File: src/hw/rtl/sfrd_pkg.sv
// sfrd_pkg: shared types, codes and constants for the sensor frame receiver
// with debounce; used by every module of the block, depends on nothing
`timescale 1ns / 1ps

package sfrd_pkg;

    // frame layout
    localparam int FRAME_LEN = 8;
    localparam int FILL_W    = $clog2(FRAME_LEN);

    localparam logic [FILL_W-1:0] POS_HUNT   = FILL_W'(0);
    localparam logic [FILL_W-1:0] POS_HEAD   = FILL_W'(1);
    localparam logic [FILL_W-1:0] POS_CMD    = FILL_W'(2);
    localparam logic [FILL_W-1:0] POS_TAIL_A = FILL_W'(6);
    localparam logic [FILL_W-1:0] POS_TAIL_B = FILL_W'(7);

    // byte codes
    localparam logic [7:0] HEAD_FIRST  = 8'h21;
    localparam logic [7:0] HEAD_SECOND = 8'h3F;
    localparam logic [7:0] TAIL_BYTE   = 8'h42;
    localparam logic [7:0] CMD_SENSOR  = 8'h01;
    localparam logic [7:0] CMD_ACK     = 8'h00;

    // result kinds
    localparam logic [1:0] KIND_SENSOR  = 2'd0;
    localparam logic [1:0] KIND_ACK     = 2'd1;
    localparam logic [1:0] KIND_UNKNOWN = 2'd2;

    // configuration
    localparam int          INTERVAL_W     = 24;
    localparam logic [23:0] INTERVAL_RESET = 24'd500000;

    // parameter defaults
    localparam int SENSOR_LINES_DEF = 8;
    localparam int TIME_WIDTH_DEF   = 32;

    typedef struct packed {
        logic [7:0]  rx_byte;
        logic [31:0] now_time;
    } t_in_item;

    typedef struct packed {
        logic [1:0] frame_kind;
        logic [7:0] line_bits;
        logic [7:0] fired_bits;
        logic [7:0] payload_four;
        logic [7:0] payload_five;
    } t_out_item;

    // completed frame with a good tail, parser to debounce
    typedef struct packed {
        logic        done;
        logic [7:0]  cmd;
        logic [7:0]  bits;
        logic [7:0]  p4;
        logic [7:0]  p5;
        logic [31:0] now_time;
    } t_frame_evt;

endpackage

File: src/hw/rtl/sfrd_parser.sv
// sfrd_parser: header hunt, frame byte collection and tail check
// depends on sfrd_pkg
`timescale 1ns / 1ps

module sfrd_parser (
    input  logic                i_clk,
    input  logic                i_rst_n,
    input  logic                i_accept,
    input  sfrd_pkg::t_in_item  i_item,
    output sfrd_pkg::t_frame_evt o_evt
);

    logic [sfrd_pkg::FILL_W-1:0] r_fill;
    logic [sfrd_pkg::FILL_W-1:0] n_fill;
    // bytes 2..6 are kept, byte 7 is checked as it arrives
    logic [7:0] r_frame [2:6];
    logic       frame_done;
    logic [7:0] b;

    assign b = i_item.rx_byte;

    always_comb begin
        n_fill     = r_fill;
        frame_done = 1'b0;
        if (i_accept) begin
            unique case (r_fill)
                sfrd_pkg::POS_HUNT: begin
                    if (b == sfrd_pkg::HEAD_FIRST) n_fill = sfrd_pkg::POS_HEAD;
                end
                sfrd_pkg::POS_HEAD: begin
                    if (b == sfrd_pkg::HEAD_SECOND) n_fill = sfrd_pkg::POS_CMD;
                    else if (b == sfrd_pkg::HEAD_FIRST) n_fill = sfrd_pkg::POS_HEAD;
                    else n_fill = sfrd_pkg::POS_HUNT;
                end
                sfrd_pkg::POS_TAIL_B: begin
                    n_fill     = sfrd_pkg::POS_HUNT;
                    frame_done = (r_frame[6] == sfrd_pkg::TAIL_BYTE) &&
                                 (b == sfrd_pkg::TAIL_BYTE);
                end
                default: begin
                    n_fill = r_fill + 1'b1;
                end
            endcase
        end
    end

    always_ff @(posedge i_clk) begin
        if (!i_rst_n) begin
            r_fill <= sfrd_pkg::POS_HUNT;
        end else begin
            r_fill <= n_fill;
        end
    end

    // body bytes, no reset
    always_ff @(posedge i_clk) begin
        if (i_accept && r_fill >= sfrd_pkg::POS_CMD && r_fill <= sfrd_pkg::POS_TAIL_A) begin
            r_frame[r_fill] <= b;
        end
    end

    always_comb begin
        o_evt.done     = frame_done;
        o_evt.cmd      = r_frame[2];
        o_evt.bits     = r_frame[3];
        o_evt.p4       = r_frame[4];
        o_evt.p5       = r_frame[5];
        o_evt.now_time = i_item.now_time;
    end

endmodule

File: src/hw/rtl/sfrd_debounce.sv
// sfrd_debounce: rising edge detection and per-line debounce, builds the result item
// depends on sfrd_pkg
`timescale 1ns / 1ps

module sfrd_debounce #(
    parameter int SENSOR_LINES = sfrd_pkg::SENSOR_LINES_DEF,
    parameter int TIME_WIDTH   = sfrd_pkg::TIME_WIDTH_DEF
) (
    input  logic                                i_clk,
    input  logic                                i_rst_n,
    input  sfrd_pkg::t_frame_evt                i_evt,
    input  logic [sfrd_pkg::INTERVAL_W-1:0]     i_interval,
    output logic                                o_valid,
    output sfrd_pkg::t_out_item                 o_item
);

    localparam int CMP_W = (TIME_WIDTH > sfrd_pkg::INTERVAL_W) ? TIME_WIDTH
                                                                : sfrd_pkg::INTERVAL_W;

    logic [7:0]            r_prev;
    logic [TIME_WIDTH-1:0] r_last [SENSOR_LINES];
    logic [TIME_WIDTH-1:0] now_t;
    logic [TIME_WIDTH-1:0] elapsed [SENSOR_LINES];
    logic [7:0]            raw;
    logic [7:0]            rise;
    logic                  is_sensor;

    assign now_t     = TIME_WIDTH'(i_evt.now_time);
    assign is_sensor = i_evt.cmd == sfrd_pkg::CMD_SENSOR;
    assign raw       = ~r_prev & i_evt.bits;

    // all lines compared in parallel, difference wraps
    always_comb begin
        rise = 8'd0;
        for (int l = 0; l < SENSOR_LINES; l++) begin
            elapsed[l] = now_t - r_last[l];
            rise[l]    = raw[l] && !(CMP_W'(elapsed[l]) < CMP_W'(i_interval));
        end
    end

    always_ff @(posedge i_clk) begin
        if (!i_rst_n) begin
            r_prev <= 8'd0;
            for (int l = 0; l < SENSOR_LINES; l++) begin
                r_last[l] <= '0;
            end
        end else if (i_evt.done && is_sensor) begin
            r_prev <= i_evt.bits;
            for (int l = 0; l < SENSOR_LINES; l++) begin
                if (rise[l]) r_last[l] <= now_t;
            end
        end
    end

    always_comb begin
        o_valid             = i_evt.done;
        o_item.line_bits    = i_evt.bits;
        o_item.payload_four = i_evt.p4;
        o_item.payload_five = i_evt.p5;
        o_item.fired_bits   = 8'd0;
        if (is_sensor) begin
            o_item.frame_kind = sfrd_pkg::KIND_SENSOR;
            o_item.fired_bits = rise;
        end else if (i_evt.cmd == sfrd_pkg::CMD_ACK) begin
            o_item.frame_kind = sfrd_pkg::KIND_ACK;
        end else begin
            o_item.frame_kind = sfrd_pkg::KIND_UNKNOWN;
        end
    end

endmodule

File: src/hw/rtl/sfrd_out_queue.sv
// sfrd_out_queue: two-entry result register with skid slot
// depends on sfrd_pkg
`timescale 1ns / 1ps

module sfrd_out_queue (
    input  logic                i_clk,
    input  logic                i_rst_n,
    input  logic                i_push,
    input  sfrd_pkg::t_out_item i_item,
    output logic                o_full,
    output logic                o_out_valid,
    input  logic                i_out_stall,
    output sfrd_pkg::t_out_item o_out_item
);

    logic [1:0]          r_count;
    logic [1:0]          n_count;
    sfrd_pkg::t_out_item r_q0;
    sfrd_pkg::t_out_item r_q1;
    logic                pop;

    assign o_full      = r_count == 2'd2;
    assign o_out_valid = r_count != 2'd0;
    assign o_out_item  = r_q0;
    assign pop         = o_out_valid && !i_out_stall;

    always_comb begin
        n_count = r_count;
        if (i_push && !pop) n_count = r_count + 2'd1;
        else if (!i_push && pop) n_count = r_count - 2'd1;
    end

    always_ff @(posedge i_clk) begin
        if (!i_rst_n) begin
            r_count <= 2'd0;
        end else begin
            r_count <= n_count;
        end
    end

    // payload slots, no reset
    always_ff @(posedge i_clk) begin
        if (pop) begin
            if (r_count == 2'd2) r_q0 <= r_q1;
            else if (i_push) r_q0 <= i_item;
        end else if (i_push) begin
            if (r_count == 2'd0) r_q0 <= i_item;
            else r_q1 <= i_item;
        end
    end

`ifndef SYNTHESIS
    a_count_range: assert property (@(posedge i_clk) disable iff (!i_rst_n)
        r_count != 2'd3)
        else $error("result queue count out of range");
    a_no_push_full: assert property (@(posedge i_clk) disable iff (!i_rst_n)
        i_push |-> (r_count != 2'd2))
        else $error("result pushed into full queue");
    a_hold_head: assert property (@(posedge i_clk) disable iff (!i_rst_n)
        (o_out_valid && i_out_stall) |=> (o_out_valid && $stable(r_q0)))
        else $error("stalled head item lost or changed");
`endif

endmodule

File: src/hw/rtl/sensor_frame_receiver_debounce_unit.sv
// sensor_frame_receiver_debounce_unit: top level of the sensor frame receiver
// depends on sfrd_pkg, sfrd_parser, sfrd_debounce, sfrd_out_queue
`timescale 1ns / 1ps

//  channel   direction  handshake                 payload
//  in        input      i_in_valid / o_in_stall   i_in_item  (rx_byte, now_time)
//  out       output     o_out_valid / i_out_stall o_out_item (kind, bits, rise, bytes 4, 5)
//  cfg       input      i_cfg_we                  i_cfg_data (debounce interval)
//
//  one byte is taken every cycle while the input is not stalled; a frame's result enters
//  the output queue on the edge that takes its last byte and is shown from the next cycle
//  the rate is set by the single fill counter step and the parallel per-line
//  debounce compares, one subtract and compare per line
//  synchronous active-low reset clears the fill counter, previous sensor bits,
//  last fire times, queue count and sets the interval to its default
//  input stalls only while both queue slots hold results

module sensor_frame_receiver_debounce_unit #(
    parameter int SENSOR_LINES = sfrd_pkg::SENSOR_LINES_DEF,
    parameter int TIME_WIDTH   = sfrd_pkg::TIME_WIDTH_DEF
) (
    input  logic                            i_clk,
    input  logic                            i_rst_n,
    // input items
    input  logic                            i_in_valid,
    output logic                            o_in_stall,
    input  sfrd_pkg::t_in_item              i_in_item,
    // result items
    output logic                            o_out_valid,
    input  logic                            i_out_stall,
    output sfrd_pkg::t_out_item             o_out_item,
    // configuration
    input  logic                            i_cfg_we,
    input  logic [sfrd_pkg::INTERVAL_W-1:0] i_cfg_data
);

    logic [sfrd_pkg::INTERVAL_W-1:0] r_interval;
    logic                            in_accept;
    logic                            queue_full;
    logic                            res_valid;
    sfrd_pkg::t_frame_evt            evt;
    sfrd_pkg::t_out_item             res_item;

    // debounce interval register
    always_ff @(posedge i_clk) begin
        if (!i_rst_n) begin
            r_interval <= sfrd_pkg::INTERVAL_RESET;
        end else if (i_cfg_we) begin
            r_interval <= i_cfg_data;
        end
    end

    // stall only when no slot is free for a possible result
    assign o_in_stall = queue_full;
    assign in_accept  = i_in_valid && !queue_full;

    // header hunt and frame collection
    sfrd_parser u_parser (
        .i_clk    (i_clk),
        .i_rst_n  (i_rst_n),
        .i_accept (in_accept),
        .i_item   (i_in_item),
        .o_evt    (evt)
    );

    // edge detect, debounce and result formatting
    sfrd_debounce #(
        .SENSOR_LINES (SENSOR_LINES),
        .TIME_WIDTH   (TIME_WIDTH)
    ) u_debounce (
        .i_clk      (i_clk),
        .i_rst_n    (i_rst_n),
        .i_evt      (evt),
        .i_interval (r_interval),
        .o_valid    (res_valid),
        .o_item     (res_item)
    );

    // result register plus skid slot
    sfrd_out_queue u_queue (
        .i_clk       (i_clk),
        .i_rst_n     (i_rst_n),
        .i_push      (res_valid),
        .i_item      (res_item),
        .o_full      (queue_full),
        .o_out_valid (o_out_valid),
        .i_out_stall (i_out_stall),
        .o_out_item  (o_out_item)
    );

endmodule

File: config.mk
export PLATFORM = sky130hd
export DESIGN_NAME = sensor_frame_receiver_debounce_unit
export DESIGN_NICKNAME = d
export VERILOG_FILES = /design/src/hw/rtl/sfrd_pkg.sv /design/src/hw/rtl/sfrd_parser.sv /design/src/hw/rtl/sfrd_debounce.sv /design/src/hw/rtl/sfrd_out_queue.sv /design/src/hw/rtl/sensor_frame_receiver_debounce_unit.sv
export SDC_FILE = /design/constraint.sdc
export NUM_CORES = 1
export LEC_CHECK = 0
export ABC_AREA = 1
export BUFFER_PORTS_ARGS = -buffer_cell sky130_fd_sc_hd__buf_4
export CORE_MARGIN = 2
export CORE_UTILIZATION = 38
export CTS_CLUSTER_SIZE = 24
export DETAILED_ROUTE_END_ITERATION = 8
export PLACE_DENSITY = 0.59
export SYNTH_ARGS = -nofsm -noshare
export SYNTH_HDL_FRONTEND = slang
export SYNTH_SLANG_ARGS = --single-unit
File: constraint.sdc
create_clock -name i_clk -period 5.45 [get_ports i_clk]
set_input_delay 0.2725 -clock i_clk [delete_from_list [all_inputs] [get_ports i_clk]]
set_output_delay 0.2725 -clock i_clk [all_outputs]
set_load 0.02 [all_outputs]
* Word-level counts from Yosys, hierarchy flattened
Memory sizes are Yosys's and may differ from the RTL's.
Index checks and enable logic that the tools add are counted.
** Word-level totals
- Logic and storage cells :: 156
- Output and inout port bits :: 36
- Bits in registers :: 105
- Bits of input ports :: 69
- Memory bits (writable) :: 296
- Memories :: 2
** Memory list
- u_debounce.r_last :: words 8, width 32, rd ports 8, clocked after Yosys merged registers in 0, wr ports 8, line sfrd_debounce.sv:21 : logic [TIME_WIDTH-1:0] r_last [SENSOR_LINES];
- u_parser.r_frame :: words 5, width 8, rd ports 5, clocked after Yosys merged registers in 0, wr ports 1, line sfrd_parser.sv:16 : logic [7:0] r_frame [2:6];
** Operators by class
- Add/sub/neg operators :: 11
- Mux-type cells :: 59
- Order comparisons :: 10
- Reduce and logical (&&, ||, !) cells :: 39
- Equality and inequality tests :: 9
- Bitwise gates (word level) :: 12
** Operator list (number)
- 32-bit by 24-bit < comparator with 1-bit output :: 8
- 32-bit 2-to-1 mux :: 8
- 32-bit subtractor :: 8
- 34-bit 2-to-1 mux :: 5
- 1-bit 2-to-1 mux :: 38
- 8-bit by 6-bit equality test with 1-bit output (second input constant) :: 2
- 8-bit by 7-bit equality test with 1-bit output (second input constant) :: 2
- 1-bit logical AND :: 16
- 1-bit zero test :: 12
- 2-bit nonzero test :: 5
- 3-bit one-hot mux with 3 select lines :: 1
- 8-bit AND :: 1
- 8-bit by 1-bit equality test with 1-bit output (second input constant) :: 1
- 8-bit zero test :: 1
- 2-bit 2-to-1 mux :: 4
- 8-bit 2-to-1 mux :: 1
- 8-bit NOT :: 1
- 1-bit OR :: 8
- 3-bit 2-to-1 mux :: 2
- 3-bit AND reduction :: 2
- 3-bit by 1-bit adder with 3-bit output (second input constant) :: 1
- 3-bit by 1-bit equality test with 1-bit output (second input constant) :: 1
- 3-bit equality test (second input constant) :: 1
- 3-bit by 2-bit >= comparator with 1-bit output (second input constant) :: 1
- 9 further kinds :: 10

* Longest topological paths before layout
An unclocked memory read counts as a cell.
- Depth in word-level cells :: 10
- Mapped depth :: 27
- Depth with buffers taken out :: 26

* Cells and area by module
From an unflattened synthesis, not the netlist that was laid out.
** Unflattened totals
- Cell total of the unflattened synthesis :: 4864
- Area, all modules :: 35724.3 µm²
** By module, submodules not included
- sfrd_debounce :: times used 1, area an instance 30121.4 µm², cells each 4361, sequential area each 7847.5 µm²
- sfrd_out_queue :: times used 1, area an instance 2708.8 µm², cells each 205, sequential area each 2082.0 µm²
- sfrd_parser :: times used 1, area an instance 1920.6 µm², cells each 158, sequential area each 1261.2 µm²
- sensor_frame_receiver_debounce_unit :: times used 1, area an instance 973.4 µm², cells each 140, sequential area each 480.5 µm²

* Least setup slack after synthesis
OpenSTA, ideal clock, no wires.
- Path type :: in2reg
- From :: input i_in_item[0] (netlist bit)
- To :: memory u_debounce.r_last[1][100] (netlist bit) (enable)
- Arrival time :: 4.933 ns
- Slack :: 0.052 ns
- Path buffers :: 0
- Setup time :: 0.466 ns
- Required time :: 4.984 ns
- Stages :: 23
- Cell sequence :: inv_1 > ha_1 > inv_1 > fa_1 > nand2_1 > nand2_1 > nand3b_1 > nand2_1 > nand2_1 > nand2_1 > a31oi_1 > xor2_1 > ha_1 > nand2_1 > nor2_1 > nand2_1 > o211ai_1 > nor2_1 > nand3_1 > nor2_1 > nand2_1 > nand2_1 > o21ai_0
** RTL lines
- from (decl) :: line sensor_frame_receiver_debounce_unit.sv:27 : input sfrd_pkg::t_in_item i_in_item,
- to (decl) :: line sfrd_debounce.sv:21

==> flow_summary.ini <==
[layout]
nFillCells = 9549
seqCellArea_sq_um = 11700
fin_nets = 5543
multi_input_area_sq_um = 20400
drive_above_1_share_pct = 5.06
area_delta_synth_final_pct = 11.4

[grt]
grt_use_total_pct = 27.8
grt_pass1_wl_mm = 194
grt_pass1_vias = 30400
grt_overflow = 0
grt_max_degree = 49
antenna_found_initial = 11

[sta]
setup_slack_ns = 1.16
tightest_slew_ns = 1.25
fmax_mhz = 233
rsz0062_at_grt = no
fin_crit_sh_pct = 78.7
slew_headroom_pct = 15.8
min_period_ns = 4.29
hold_viol = 0
skew_ns = 0.0473
setup_tns_ns = 0
slew_violations = 0
setup_viol = 0

[yosys]
ys_top_cells_by_count = nand2_1 (1391), inv_1 (779), nor2_1 (591)
ys_seq_area_share_pct = 33.1
synth_edf_count = 364
ys_warn_count = 0
yosys-top-cells-area = edfxtp_1 (31%), ha_1 (16%), nand2_1 (15%), inv_1 (8.3%), nor2_1 (6.3%)
async_reset_ff_share_pct = 0
yosysTopAreaCell = edfxtp_1
syn_avg_cell_area_sq_um = 7.26
synth-seq-cells = 401
ys.flop_type = edfxtp_1
synthCells = 4860
synth_nets = 5375
synth_most_common_cell = nand2_1
mappedNetlistArea_sq_um = 35300
ys_types = 51
synth_top_area_share_pct = 31.0

[critical_path]
cp.arrival_ns = 4.56
slowest_delay_ns = 0.48
reg2reg_depth = 22
crit_top_cell = nand3_1
cp_slowest_cell = fa_1
r2r_start = u_debounce.r_last[0][32]$_SDFFCE_PN0P_
endpoint = u_debounce.r_last[0][32]$_SDFFCE_PN0P_
cp_max_fo = 33
crit_path_start_kind = flop
crit_path_start = u_debounce.r_last[0][32]$_SDFFCE_PN0P_
crit_chain = ha_1 > inv_1 > fa_1 > nand3_1 > nand3_1 > nand3_1 > nand3b_1 > a31oi_1 > xnor2_1 > ha_1 > nand4_1 > inv_1 > nand2_1 > o211a_1 > nand2_1 > nor2_1 > nand3_1 > nor2_1 > nand3_2 > nand3_4 > nand2_1 > buf_4
r2r_slack_ns = 1.16
r2r-end = u_debounce.r_last[0][32]$_SDFFCE_PN0P_
critPathCaptureType = flop
worstPathRequired_ns = 5.72
critPathKind = reg2reg

[clock_network]
path_clk_slew_ns = 0.06
cts-resized-gates = 0
cts_made_buffers = 45
cts_tree = built
cts_hold_buf = 31
root_buffer = clkbuf_16
clock_latency_ns = 0.62
cts_max_level = 2
clock_tree.buffer_depth = 3
clock-sinks = 401
postCtsSetupBuffers = 0

[pwr]
p_switching_mw = 3.65
leakage_nw = 19.0
ir_worst_vdd_uv = 206
power_frac_seq_pct = 35.7
clkPwrFrac_pct = 30.5
sw_frac_of_total_pct = 36.4
p_int_mw = 6.37
power.density_nw_per_um2 = 255
pwr-share-comb_pct = 33.7

[floorplanning]
core_area_sq_um = 91800
initial_core_util_pct = 38.4
boundaryPins = 105
dieArea_sq_um = 95300
fp-row-count = 111
die_h_microns = 309
die_w_microns = 309

[hold_path]
hp-class = in2reg
min_from = i_cfg_data[9]
whs_path_depth = 3

[status]
violations = design-rule violations
run_status = finished with violations

[placed_design]
dpl.hpwl_mm = 97.6
pre_cts_ws_ns = 0.762
gp_congestion = 0.988
port_buffers = 104

[route]
ant_nets = 0
vias = 33100
wl_per_cell_microns = 21.3
via_per_inst = 5.25
detail_route.iter0.violations = 3359
drc = 2
routed_wirelength_mm = 134
first_pass_iters = 9

[run]
drv_cap = 0
-- metrics by stage --
step / cell area, sq um / hold WS [ns] / std cells / utilization, % / total power, mW
6_report: 39300 / 0.0390 / 6307 / 42.8 / 10.0
5_1_grt: 39300 / 0.0742 / 6305 / 42.8 / 10.6
4_1_cts: 39300 / 0.00646 / 6305 / 42.8 / 10.0
3_5_place_dp: 37600 / 0.435 / 6193 / 40.9 / 6.93
3_3_place_gp: 37600 / 0.431 / 6193 / 40.9 / 6.91
2_1_floorplan: 35300 / 0.371 / 4860 / - / 5.89
-- layout by cell type, fill, tap and decap left out, drive strengths merged, types with 4 or more instances in the layout --
cell type    count
o21bai          26
a21oi          384
and2             6
a31oi           52
and3             6
clkbuf          58
or2              5
o21a            13
xnor2           52
clkinv          17
xor2           133
a21o            13
dlygate4sd3     31
nand4           34
inv            783
buf            129
nand3          192
nor2           609
edfxtp         364
fa               8
o21ai          161
o211ai           9
nand3b          24
a211oi           4
nor3            42
dfxtp           37
nand2         1403
nor4            14
ha             438
-- worst max-delay path, delay by kind of cell (launching register included) --
kind / cells / cell delay (ns)
AND/OR/NAND/NOR: 13 / 1.63
adder cells (fa/ha/maj): 3 / 0.98
buffers and inverters: 3 / 0.54
flip-flops: 1 / 0.35
AO/OA/AOI/OAI: 2 / 0.33
XOR/XNOR: 1 / 0.10
-- sequential cells by signal (all words and copies together) (netlist names) --
register,cells
u_debounce.r_last,256
u_queue.r_count,2
u_queue.r_q1,34
u_parser.r_fill,3
r_interval,24
u_parser.r_frame,40
u_debounce.r_prev,8
u_queue.o_out_item,34
-- final cells by class --
type,count,share of cell area (%)
Inverter,782,7.50
Multi-Input combinational cell,3638,51.9
Timing Repair Buffer,160,3.25
Sequential cell,401,29.7
Tap cell,1243,3.96
Clock inverter,23,0.465
Antenna cell,2,0.0127
Clock buffer,58,3.20
-- layer usage --
| metal | GRT usage [%] | vias to the layer above | share of wire (%) |
|---|---|---|---|
| met4 | 12.2 | 0 | 5.0 |
| met2 | 43.2 | 1297 | 43 |
| met5 | 0 | - | 0 |
| met1 | 37.4 | 15400 | 43 |
| li1 | - | 16200 | - |
| met3 | 5.50 | 261 | 9.1 |
-- how the worst min path moves through the flow --
stage and endpoint:
5_1_grt r_interval[9]$_SDFFE_PN0P_, 2_1_floorplan u_parser.r_frame[2][0]$_DFFE_PP_, 4_1_cts r_interval[9]$_SDFFE_PN0P_, 3_3_place_gp u_queue.r_q1[9]$_DFFE_PP_, 6_report r_interval[9]$_SDFFE_PN0P_, 3_5_place_dp u_queue.r_q1[28]$_DFFE_PP_
-- power groups by stage --
stage	clock network, mW	logic, mW	registers, mW
finish	3.06	3.38	3.58
detailed placement	0	3.29	3.65
global placement	0	3.27	3.64
global route	3.20	3.78	3.59
CTS	3.11	3.32	3.58
floorplan	0	2.25	3.64
-- cell families (layout without fill, tap and decap cells) --
kind of cell             Yosys count  after routing  synth area share, %
AO/OA/AOI/OAI                    668            668                 10.2
XOR/XNOR                         185            185                 4.59
adder cells (fa/ha/maj)          446            446                 16.0
buffers and inverters            821           1023                 9.16
flip-flops                       401            401                 33.1
other                              0              2                    0
AND/OR/NAND/NOR                 2339           2339                 27.0
(Power assumes the default switching activity.)
